[config.mk]
export PLATFORM = sky130hd
export DESIGN_NAME = integer_to_decimal_ascii_top
export DESIGN_NICKNAME = d
export VERILOG_FILES = /design/src/hw/rtl/int2dec_pkg.sv /design/src/hw/rtl/integer_to_decimal_ascii_top.sv
export VERILOG_INCLUDE_DIRS = /design/src /design/src/hw/rtl
export SDC_FILE = /design/constraint.sdc
export NUM_CORES = 1
export LEC_CHECK = 0
export BUFFER_PORTS_ARGS = -buffer_cell sky130_fd_sc_hd__buf_2
export CAP_MARGIN = 20
export CORE_ASPECT_RATIO = 1.2
export CORE_MARGIN = 4
export CORE_UTILIZATION = 45
export DETAILED_ROUTE_END_ITERATION = 12
export PLACE_DENSITY = 0.65
export SETUP_SLACK_MARGIN = 0.1
export SYNTH_ARGS = -nofsm -noshare
export SYNTH_HDL_FRONTEND = slang
export SYNTH_SLANG_ARGS = --single-unit
[constraint.sdc]
create_clock -name clk -period 3 [get_ports clk]
set_input_delay 0.6 -clock clk [delete_from_list [all_inputs] [get_ports clk]]
set_output_delay 0.6 -clock clk [all_outputs]
set_load 0.03 [all_outputs]
[src/hw/rtl/integer_to_decimal_ascii_top_defines.svh]
// Assertion macros shared by the decimal conversion RTL.
// Each macro expects clk and rst_n to be visible where it is used.
`ifndef INTEGER_TO_DECIMAL_ASCII_TOP_DEFINES_SVH
`define INTEGER_TO_DECIMAL_ASCII_TOP_DEFINES_SVH

// Same-cycle implication, checked outside reset.
`define INT2DEC_ASSERT_IMP(lbl, ante, cons, msg) \
  lbl: assert property (@(posedge clk) disable iff (!rst_n) (ante) |-> (cons)) \
    else $error(msg);

// Next-cycle implication, checked outside reset.
`define INT2DEC_ASSERT_NXT(lbl, ante, cons, msg) \
  lbl: assert property (@(posedge clk) disable iff (!rst_n) (ante) |=> (cons)) \
    else $error(msg);

`endif

[src/hw/rtl/int2dec_pkg.sv]
package int2dec_pkg;

  // Field widths.
  localparam int VALUE_W   = 32;
  localparam int CHAR_W    = 8;
  localparam int TOTAL_W   = 4;
  localparam int BIT_CNT_W = 5;

  // A 32-bit magnitude never needs more than ten decimal digits.
  localparam int NUM_BCD            = 10;
  localparam int DEFAULT_MAX_DIGITS = 10;

  // Character codes.
  localparam logic [CHAR_W-1:0] CHAR_ZERO  = 8'h30;
  localparam logic [CHAR_W-1:0] CHAR_MINUS = 8'h2D;

  typedef struct packed {
    logic [VALUE_W-1:0] value_bits;
    logic               signed_mode;
  } in_item_t;

  typedef struct packed {
    logic [CHAR_W-1:0]  char_code;
    logic               last_char;
    logic [TOTAL_W-1:0] char_total;
  } out_item_t;

  typedef enum logic [1:0] {
    ST_IDLE,
    ST_CONV,
    ST_EMIT
  } state_t;

endpackage

[src/hw/rtl/integer_to_decimal_ascii_top.sv]
// Sequence: after the input transfer, 32 bit-serial double-dabble steps run, then the
// first character is loaded into the output register once the output can take it.
// Each number gives N = 1 to 11 characters, output at one character per cycle unless
// out_ready stalls it; a new number is taken only after its last character is loaded.
// Reset: synchronous, active low; it clears the control state and the output valid.
`include "integer_to_decimal_ascii_top_defines.svh"

module integer_to_decimal_ascii_top
  import int2dec_pkg::*;
#(
  parameter int MAX_DIGITS = DEFAULT_MAX_DIGITS
) (
  input  logic      clk,
  input  logic      rst_n,
  input  logic      in_valid,
  output logic      in_ready,
  input  in_item_t  in_data,
  output logic      out_valid,
  input  logic      out_ready,
  output out_item_t out_data
);

  // Digits kept: the low MAX_DIGITS digits, never more than a 32-bit value can have.
  localparam int K     = (MAX_DIGITS < NUM_BCD) ? MAX_DIGITS : NUM_BCD;
  localparam int LEN_W = $clog2(K + 1);
  localparam int IDX_W = (K > 1) ? $clog2(K) : 1;

  state_t                   state_r, state_nxt;
  logic [VALUE_W-1:0]       mag_r, mag_nxt;
  logic                     neg_r, neg_nxt;
  logic [BIT_CNT_W-1:0]     bit_cnt_r, bit_cnt_nxt;
  logic [K-1:0][3:0]        bcd_r, bcd_nxt;
  logic [LEN_W-1:0]         len_r, len_nxt;
  logic [IDX_W-1:0]         pos_r, pos_nxt;
  logic                     minus_pend_r, minus_pend_nxt;
  logic                     out_valid_r, out_valid_nxt;
  out_item_t                out_r, out_nxt;

  logic [K-1:0][3:0]        adj;
  logic [K-1:0][3:0]        shifted;
  logic                     carry_out;
  logic [TOTAL_W-1:0]       total;
  logic                     load;
  logic                     conv_last;
  logic                     out_last;
  logic                     total_ok;

  // Double-dabble correction: add three to every digit of five or more.
  always_comb begin
    for (int i = 0; i < K; i++) begin
      adj[i] = (bcd_r[i] >= 4'd5) ? bcd_r[i] + 4'd3 : bcd_r[i];
    end
  end

  // Shift the corrected digits left by one bit, the next magnitude bit enters at the bottom.
  always_comb begin
    shifted[0] = {adj[0][2:0], mag_r[VALUE_W-1]};
    for (int i = 1; i < K; i++) begin
      shifted[i] = {adj[i][2:0], adj[i-1][3]};
    end
    carry_out = adj[K-1][3];
  end

  // Character count: the sign plus the significant digits, at least one digit.
  assign total = TOTAL_W'(neg_r) + ((len_r == '0) ? TOTAL_W'(1) : TOTAL_W'(len_r));
  assign load  = !out_valid_r || out_ready;

  // Next state and datapath control.
  always_comb begin
    state_nxt      = state_r;
    mag_nxt        = mag_r;
    neg_nxt        = neg_r;
    bit_cnt_nxt    = bit_cnt_r;
    bcd_nxt        = bcd_r;
    len_nxt        = len_r;
    pos_nxt        = pos_r;
    minus_pend_nxt = minus_pend_r;
    out_valid_nxt  = out_valid_r && !out_ready;
    out_nxt        = out_r;

    unique case (state_r)
      ST_IDLE: begin
        if (in_valid) begin
          neg_nxt        = in_data.signed_mode && in_data.value_bits[VALUE_W-1];
          mag_nxt        = neg_nxt ? (VALUE_W'(0) - in_data.value_bits) : in_data.value_bits;
          minus_pend_nxt = neg_nxt;
          bit_cnt_nxt    = '0;
          bcd_nxt        = '0;
          len_nxt        = '0;
          state_nxt      = ST_CONV;
        end
      end

      ST_CONV: begin
        bcd_nxt     = shifted;
        mag_nxt     = {mag_r[VALUE_W-2:0], 1'b0};
        bit_cnt_nxt = bit_cnt_r + BIT_CNT_W'(1);
        // The value at most doubles per step, so the length grows by one at most.
        // A bit shifted out of the top digit means high digits are dropped.
        priority if (carry_out || len_r == LEN_W'(K)) begin
          len_nxt = LEN_W'(K);
        end else if (shifted[IDX_W'(len_r)] != 4'd0) begin
          len_nxt = len_r + LEN_W'(1);
        end else begin
          len_nxt = len_r;
        end
        if (bit_cnt_r == '1) begin
          pos_nxt   = (len_nxt == '0) ? '0 : IDX_W'(len_nxt - LEN_W'(1));
          state_nxt = ST_EMIT;
        end
      end

      ST_EMIT: begin
        if (load) begin
          out_valid_nxt = 1'b1;
          if (minus_pend_r) begin
            out_nxt.char_code  = CHAR_MINUS;
            out_nxt.last_char  = 1'b0;
            out_nxt.char_total = '0;
            minus_pend_nxt     = 1'b0;
          end else begin
            out_nxt.char_code  = CHAR_ZERO + {4'd0, bcd_r[pos_r]};
            out_nxt.last_char  = (pos_r == '0);
            out_nxt.char_total = (pos_r == '0) ? total : '0;
            pos_nxt            = pos_r - IDX_W'(1);
            if (pos_r == '0) begin
              state_nxt = ST_IDLE;
            end
          end
        end
      end

      default: begin
        state_nxt = ST_IDLE;
      end
    endcase
  end

  // Control registers.
  always_ff @(posedge clk) begin
    if (!rst_n) begin
      state_r     <= ST_IDLE;
      out_valid_r <= 1'b0;
    end else begin
      state_r     <= state_nxt;
      out_valid_r <= out_valid_nxt;
    end
  end

  // Datapath registers.
  always_ff @(posedge clk) begin
    mag_r        <= mag_nxt;
    neg_r        <= neg_nxt;
    bit_cnt_r    <= bit_cnt_nxt;
    bcd_r        <= bcd_nxt;
    len_r        <= len_nxt;
    pos_r        <= pos_nxt;
    minus_pend_r <= minus_pend_nxt;
    out_r        <= out_nxt;
  end

  assign in_ready  = (state_r == ST_IDLE);
  assign out_valid = out_valid_r;
  assign out_data  = out_r;

  // Terms used by the checks below.
  assign conv_last = (state_r == ST_CONV) && (bit_cnt_r == '1);
  assign out_last  = out_valid && out_data.last_char;
  assign total_ok  = (out_data.char_total != '0) && (out_data.char_total <= TOTAL_W'(K + 1));

  // Checks on the conversion sequence.
  `INT2DEC_ASSERT_NXT(a_start_conv, in_valid && in_ready, state_r == ST_CONV, "input not taken")
  `INT2DEC_ASSERT_NXT(a_conv_done, conv_last, state_r == ST_EMIT, "conversion overran 32 steps")
  `INT2DEC_ASSERT_IMP(a_len_range, state_r != ST_IDLE, len_r <= LEN_W'(K), "length too large")
  `INT2DEC_ASSERT_IMP(a_total_range, out_last, total_ok, "character total out of range")

endmodule
==> results of run 1 <==
critical path, stage by stage (launching register included):
cell,delay [ps]
sky130_fd_sc_hd__edfxtp_1,420
sky130_fd_sc_hd__inv_2,120
sky130_fd_sc_hd__ha_4,130
sky130_fd_sc_hd__nand2b_4,130
sky130_fd_sc_hd__buf_4,120
sky130_fd_sc_hd__a31oi_1,90
sky130_fd_sc_hd__a2111o_1,410
sky130_fd_sc_hd__o221a_1,290
sky130_fd_sc_hd__a31oi_4,230
sky130_fd_sc_hd__o21ai_4,90
sky130_fd_sc_hd__o211ai_1,280
sky130_fd_sc_hd__nand2_1,100
sky130_fd_sc_hd__a311o_1,310
routing by layer:
metal  routed length, um  share of wire, %
met2                7440                51
met3                 607               4.2
met1                6230                43
met4                 351               2.4
met5                   0                 0
power by group through the flow:
stage	registers [uW]	clock network, uW	logic, uW
after floorplan	1850	0	734
after global placement	1880	0	998
after detailed placement	1890	0	1030
after CTS	1860	1090	1070
after global routing	1880	1140	1240
final	1860	1060	1110
state kept, by name, indices dropped and copies added (netlist names):
| register | flops |
|---|---|
| out_data | 10 |
| minus_pend_r | 1 |
| bcd_r | 40 |
| state_r | 2 |
| pos_r | 4 |
| out_valid | 1 |
| len_r | 4 |
| mag_r | 32 |
| bit_cnt_r | 5 |
| neg_r | 1 |
metrics by stage:
stage	setup TNS (ps)	setup slack (ps)	cells	hold WS, ps	total power, uW
floorplan	0	115	662	470	2580
detailed placement	-33.2	-33.2	890	507	2920
CTS	0	61.6	906	500	4020
finish	0	24.4	907	517	4030
global placement	0	66.3	890	499	2880
global route	-270	-111	907	523	4260
layout make-up:
cell class / count / area (um^2) / share of cell area (%)
Clock buffer: 10 / 229 / 3.02
Clock inverter: 5 / 28.8 / 0.380
Inverter: 37 / 139 / 1.83
Multi-Input combinational cell: 496 / 3470 / 45.7
Sequential cell: 100 / 2970 / 39.2
Tap cell: 175 / 219 / 2.89
Timing Repair Buffer: 84 / 523 / 6.90
layout by cell type, fill, tap and decap left out, types with 22 or more instances in the layout:
master	n
sky130_fd_sc_hd__edfxtp_1	97
sky130_fd_sc_hd__nand2_1	77
sky130_fd_sc_hd__nor2_1	53
sky130_fd_sc_hd__o21ai_0	48
sky130_fd_sc_hd__buf_2	48
sky130_fd_sc_hd__a21oi_1	44
sky130_fd_sc_hd__inv_1	35
sky130_fd_sc_hd__buf_4	35
sky130_fd_sc_hd__ha_1	27
sky130_fd_sc_hd__xnor2_1	22
cell families (layout without fill, tap and decap cells):
| logic type | Yosys count | after routing | synth area share (%) |
|---|---|---|---|
| compound gates | 161 | 161 | 15.3 |
| xor+xnor | 41 | 41 | 5.44 |
| fa+ha+maj | 29 | 29 | 5.50 |
| buf+inv | 66 | 136 | 4.45 |
| flops | 100 | 100 | 45.0 |
| mux | 24 | 24 | 5.31 |
| other cells | 2 | 3 | 0.114 |
| simple gates | 238 | 238 | 18.9 |
final timing paths:
kind / endpoint / slack, ps
worst min register to register: mag_r[11] / 530
worst max-delay path: pos_r[1] / 20
worst min-delay path: state_r[1] / 520
worst max register to register: pos_r[1] / 20
what timing repair did:
action                                 4_1_cts  5_1_grt
resized for setup                            7       17
endpoints found under the hold margin        0        0
setup buffers                                1        1
pin swaps                                    1       13
setup endpoints to repair                    4        7
==> metrics list, run 1 <==
* Number of enable-type register cells in the synthesized netlist: a little under 100
* List of most frequent post-synthesis cells: sky130_fd_sc_hd__edfxtp_1, sky130_fd_sc_hd__nand2_1, sky130_fd_sc_hd__nor2_1, sky130_fd_sc_hd__o21ai_0, sky130_fd_sc_hd__a21oi_1
- Once the floorplan was initialized, standard cells occupied 45.8% of the core.
- Area of all placed cells without fillers: 7580 um^2
- After global routing the overflow that remains totals 0.
- Global routing consumed, on the met2 layer, between 30% and 40% of the routing resources.
- Buffers inserted during clock tree synthesis total 9.
- Min-Delay Path Class: in2reg
* Placement Rows: 48
- Synthesized flop and latch total: 100
* Register area share after synthesis: 45.0%
- Power spread over the standard cell area amounts to 532 nW/um^2.
* Boundary pin count: between 50 and 60
* Number of antenna violations at the first check in global routing: 0
* Category of the worst setup path capture point: register
- The floorplan step set the die height to 141 um.
- After clock tree synthesis, the flow added hold-fix buffers numbering 0.
- Worst clock skew: 9.14 ps
* Maximum number of buffers from clock root to sink: 2
- In this run the number of H-tree levels came out at 3.
- Post-synthesis average cell area: around 10 um^2
* Count leader, synth: sky130_fd_sc_hd__edfxtp_1
- TritonCTS clock tree: yes
- Layout cell share with drive strength beyond 1: about 20%
- Clock insertion delay at the later pin of the skew report: 350 ps
- Min Tclk post-route: about 3000 ps
* R2R depth: 12
- Highest net fanout along the worst path: 4
* Arrival time at the worst endpoint: just over 3000 ps
- Iteration-0 DRC Markers: 221
- Reg2reg start: bcd_r[29]
- YS warnings: 0
* Number of filler instances in the final layout: 1299
* Layout Utilization: 52.6%
* Part of the cycle the worst path needs: ~99%
- Number of pins with negative max-slew slack in the final report: 0
- The floorplan step defined a die boundary enclosing 16700 um^2.
* CP Data Required Time: 3100 ps
- Beginning of the critical path: bcd_r[29]
* Via/cell ratio: 5.65
- Cells on Worst Hold Path: 2
* Wire length of the first global-routing pass: 24400 um
* Detailed-route DRC error count: 0
- The flow ran to the end, and the final reports show no timing, DRC or antenna violations.
* Final count of hold timing violations: 0
- RSZ-0062 raised after global routing: true
- Iteration count of the initial detailed-routing pass: 5
* Sum of net half-perimeters after detailed placement: roughly 11000 um
* Antenna violation net count after detailed routing: 0
- Post-layout net count: 794
- Relative to the synthesized area, the layout overhead comes to 14.8%.
- Total global routing track utilization: 17.9%
- The share of synthesized area in the top cell type comes to 44.1%.
* Via total after detailed routing: about 5100
* Internal portion of total power: 2770 uW
- Synthesized cell area: 6600 um^2
* Detail-routed net length per standard cell: 16.1 um
* Library cell with the largest summed area after synthesis: sky130_fd_sc_hd__edfxtp_1
* Global-route met3 utilization: 2.77%
- Placed cell areas: 7190 um^2
- For the pin with the worst max-slew slack, the measured transition is between 700 and 800 ps.
- Maximum capacitance violations: 0
- Of the total power, registers draw a little under half.
- Summed over all nets, the switching power comes to 1260 uW.
- Gate count of the mapped netlist: 661
* Nature of the critical path startpoint: register
- In this run the tightest slew margin relative to its limit is 51.5%.
- Die Width: 119 um
* Total Wirelength: 14600 um
* Classification of the worst setup path: reg2reg
- Maximum number of pins on one net before global-route repair: between 40 and 50
- In this run the tool buffered the top-level ports with 48 buffer cells.
- For this run, asynchronously set or reset flops after synthesis account for 0%.
* Met1 Usage GRT: 21.7%
- Total clock sinks: 100
- Maximum operating frequency: between 300 and 400 MHz
- Vias in the first global route: 5090
- After global routing, the most crowded layer is met2.
* Fraction of power spent switching nets: a little under a third
* Number of diodes added for antenna fixing: 0
* Dominant cells by area after synthesis: sky130_fd_sc_hd__edfxtp_1, sky130_fd_sc_hd__ha_1, sky130_fd_sc_hd__nand2_1, sky130_fd_sc_hd__o21ai_0, sky130_fd_sc_hd__a21oi_1
- Logic pwr share: 27.5%
- Of the total power, the clock network draws 26.3%.
- Post-synthesis cell type count: 69
- After clock tree synthesis, the clock-pin slew on the worst setup and hold paths is 70 ps.
- Cell at the root of the clock tree: sky130_fd_sc_hd__clkbuf_16
* Predominant post-synthesis flop cell: sky130_fd_sc_hd__edfxtp_1
* RD Place Congestion: around 0.86
- IR drop worst, VDD: around 0.00027 V
- Hold wc startpoint: rst_n
- In this run the standard cell core region covers around 14000 um^2.
- Leakage power: 0.00293 uW
- Setup violations remaining at the end of the flow were counted as 0.
No activity file was read; power rests on OpenSTA's default activity.
==> run 2, diff against run 1 <==
--- a/config.mk
+++ b/config.mk
@@ -13,6 +13,7 @@
 export CORE_UTILIZATION = 45
 export DETAILED_ROUTE_END_ITERATION = 12
 export PLACE_DENSITY = 0.65
+export RECOVER_POWER = 50
 export SETUP_SLACK_MARGIN = 0.1
 export SYNTH_ARGS = -nofsm -noshare
 export SYNTH_HDL_FRONTEND = slang
==> run 2 against run 1 <==
Compared with the run above: the run now ends with max-capacitance violations, max-slew violations left; final cell count stayed put; critical endpoint unchanged; combinational power hardly changed; critical path type unchanged; largest cell class unchanged; die area stayed put; via count is 0.14% higher.
==> metrics list, run 2 (synthesized netlist as in run 1, its figures left out) <==
* Layout cell share with drive strength beyond 1: 17.6%
- Highest-count cells in the layout ignoring fill and taps: sky130_fd_sc_hd__edfxtp_1, sky130_fd_sc_hd__nand2_1, sky130_fd_sc_hd__nor2_1
- Maximum number of pins on one net before global-route repair: 45
- Most common library cell in the layout ignoring fill and taps: sky130_fd_sc_hd__edfxtp_1
- CTS placed an instance of sky130_fd_sc_hd__clkbuf_16 at the clock tree root.
- Height of the die: roughly 140 um
* Min-Delay Path Class: in2reg
- Power Density: between 500 and 600 nW/um^2
- For this design, the slowest cell found on the critical path is sky130_fd_sc_hd__edfxtp_1.
* CP Data Required Time: 3100 ps
- The tool flagged a number of max-cap violations equal to 2.
* Finished Layout Cells: between 900 and 1000
- Number of buffers added on ports: 48
- Via total after detailed routing: a little over 5000
- The detailed router put a total of 6250 um of wire on met1.
- The placed instances occupy a cell area of 7190 um^2.
* Violations in the final reports: max-capacitance violations, max-slew violations
* Die Width: 119 um
- Between clock sinks in the finished design, the worst skew comes to 9.99 ps.
- Category of the worst setup path capture point: register
- The register with the most flip-flops in the layout has 40 of them.
- Signal routing reaches up to met4.
- The core region is about 14000 um^2.
* Placement Rows: 48
- Area of all placed cells without fillers: 7540 um^2
- In this run, CTS created clock tree buffers numbering 9.
- Maximum number of buffers from clock root to sink: 2
* Slew headroom: -10.3%
- After global routing the overflow that remains totals 0.
* Detail-routed net length per standard cell: approximately 16 um
- Antenna violation net count after detailed routing: 0
- Total global routing track utilization: ~18%
- Outcome: finished, violations left
- Via/cell ratio: 5.66
- Number of antenna violations at the first check in global routing: 0
* TritonCTS clock tree: yes
* Clock transition at the registers of the reported paths: around 70 ps
- Final count of hold timing violations: 0
* Wire length of the first global-routing pass: 24400 um
- The die covers 16700 um^2.
* RSZ-0062 raised after global routing: true
- The later pin in the worst-skew pair is clocked with a latency of between 300 and 400 ps.
* Transition time at the pin with the least slew margin: approximately 1700 ps
- Routed length on met2: 7420 um
- The first detailed-routing pass ran for 6 iterations.
* Number of H-tree levels: 3
- Starting density of the core: between 40% and 50%
- Worst stage delay on the critical path: 430 ps
- Arrival time at the worst endpoint: 3090 ps
* Number of pins with negative max-slew slack in the final report: 68
* Sum of net half-perimeters after detailed placement: 10700 um
* Part of the cycle the worst path needs: between 90% and 100%
- Iteration-0 DRC Markers: slightly above 200
- For this run, design rule violations remaining after detail routing come to 0.
- Boundary pin count: between 50 and 60
* Met3 routed WL: 562 um
- Placed Cells incl. Taps: around 900
- Counting every sink on the clock net gives 100.
- The critical path goes through inv_2 > ha_4 > nand2b_4 > buf_4 > a31oi_1 > a2111o_1 > o221a_1 > a31oi_4 > o21ai_4 > o211ai_1 > nand2_1 > a311o_1.
* Nature of the critical path startpoint: register
- At the end of the flow, the number of nets in the layout was 794.
* Final setup violation count: 0
- The number of global-route vias before repair came to 5090.
* Min Tclk post-route: 2990 ps
- IR drop worst, VDD: 0.000273 V
- Number of diodes added for antenna fixing: 0
- Wires add up to 14600 um.
- The largest registers in the layout are bcd_r x40, mag_r x32, out_data x10.
- Maximum operating frequency: approximately 330 MHz
* R2R Setup Slk: 7 ps
* P&R area growth vs syn: 14.2%
- Counting flops per register, the top entry is bcd_r.
* Leakage power: 0.00287 uW
- Routability-driven placement finished with a final weighted congestion of about 0.86.
- Layout Utilization: 52.3%
- Highest net fanout along the worst path: 4
- The critical path is of the reg2reg type.
[run 2: cell types whose count changed in the layout (fill, tap and decap cells not counted), moves of 2 or more]
cell | before | now
sky130_fd_sc_hd__buf_4 | 35 | 32
sky130_fd_sc_hd__and2_0 | 0 | 2
sky130_fd_sc_hd__and2_1 | 18 | 16
sky130_fd_sc_hd__buf_2 | 48 | 36
sky130_fd_sc_hd__clkbuf_1 | 1 | 15
[run 2: report_power, final]
part	internal, uW	switching, uW
clock	554	505
sequential	1740	126
combinational	477	626
[run 2: metrics by stage]
step | setup TNS [ps] | hold WS (ps) | power (uW) | setup WS (ps)
after global placement | 0 | 499 | 2880 | 66.3
after floorplan | 0 | 470 | 2580 | 115
after CTS | 0 | 500 | 4020 | 61.6
after detailed placement | -33.2 | 507 | 2920 | -33.2
after global routing | -377 | 523 | 4260 | -111
final | 0 | 518 | 4030 | 7.33
[run 2: worst max-delay path: cells and delay by family, from the launching register on]
family	cells	cell delay, ps
AOI/OAI and AO/OA	7	1710
DFF	1	430
buffers and inverters	2	250
and+or+nand+nor	2	230
adders and majority gates	1	130
[run 2: metal layers]
metal / vias to the layer above / GRT usage, %
met1: 2435 / 21.7
met5: - / 0
met3: 30 / 2.77
met4: 0 / 7.50
li1: 2529 / -
met2: 141 / 31.7
[run 2: path summary, 6_finish.rpt]
check | end | cells after the start | from
hold reg to reg | mag_r[11] | 2 | mag_r[10]
setup / recovery | pos_r[1] | 12 | bcd_r[29]
setup reg to reg | pos_r[1] | 12 | bcd_r[29]
hold / removal | state_r[1] | 2 | rst_n
[run 2: repair_timing]
| item | 4_1_cts | 5_1_grt |
|---|---|---|
| endpoints found under the setup margin | 4 | 7 |
| hold buffers | 0 | 0 |
| setup buffers | 1 | 1 |
| pin swaps | 1 | 13 |
| resized for setup | 7 | 17 |
[run 2: layout make-up]
| class | count | area (um^2) |
|---|---|---|
| timing repair buffer | 84 | 498 |
| multi-input combinational | 496 | 3450 |
| clock buffer | 10 | 229 |
| clock inverter | 5 | 28.8 |
| inverter | 37 | 139 |
| fill | 1309 | 6880 |
| sequential | 100 | 2970 |
| tap | 175 | 219 |
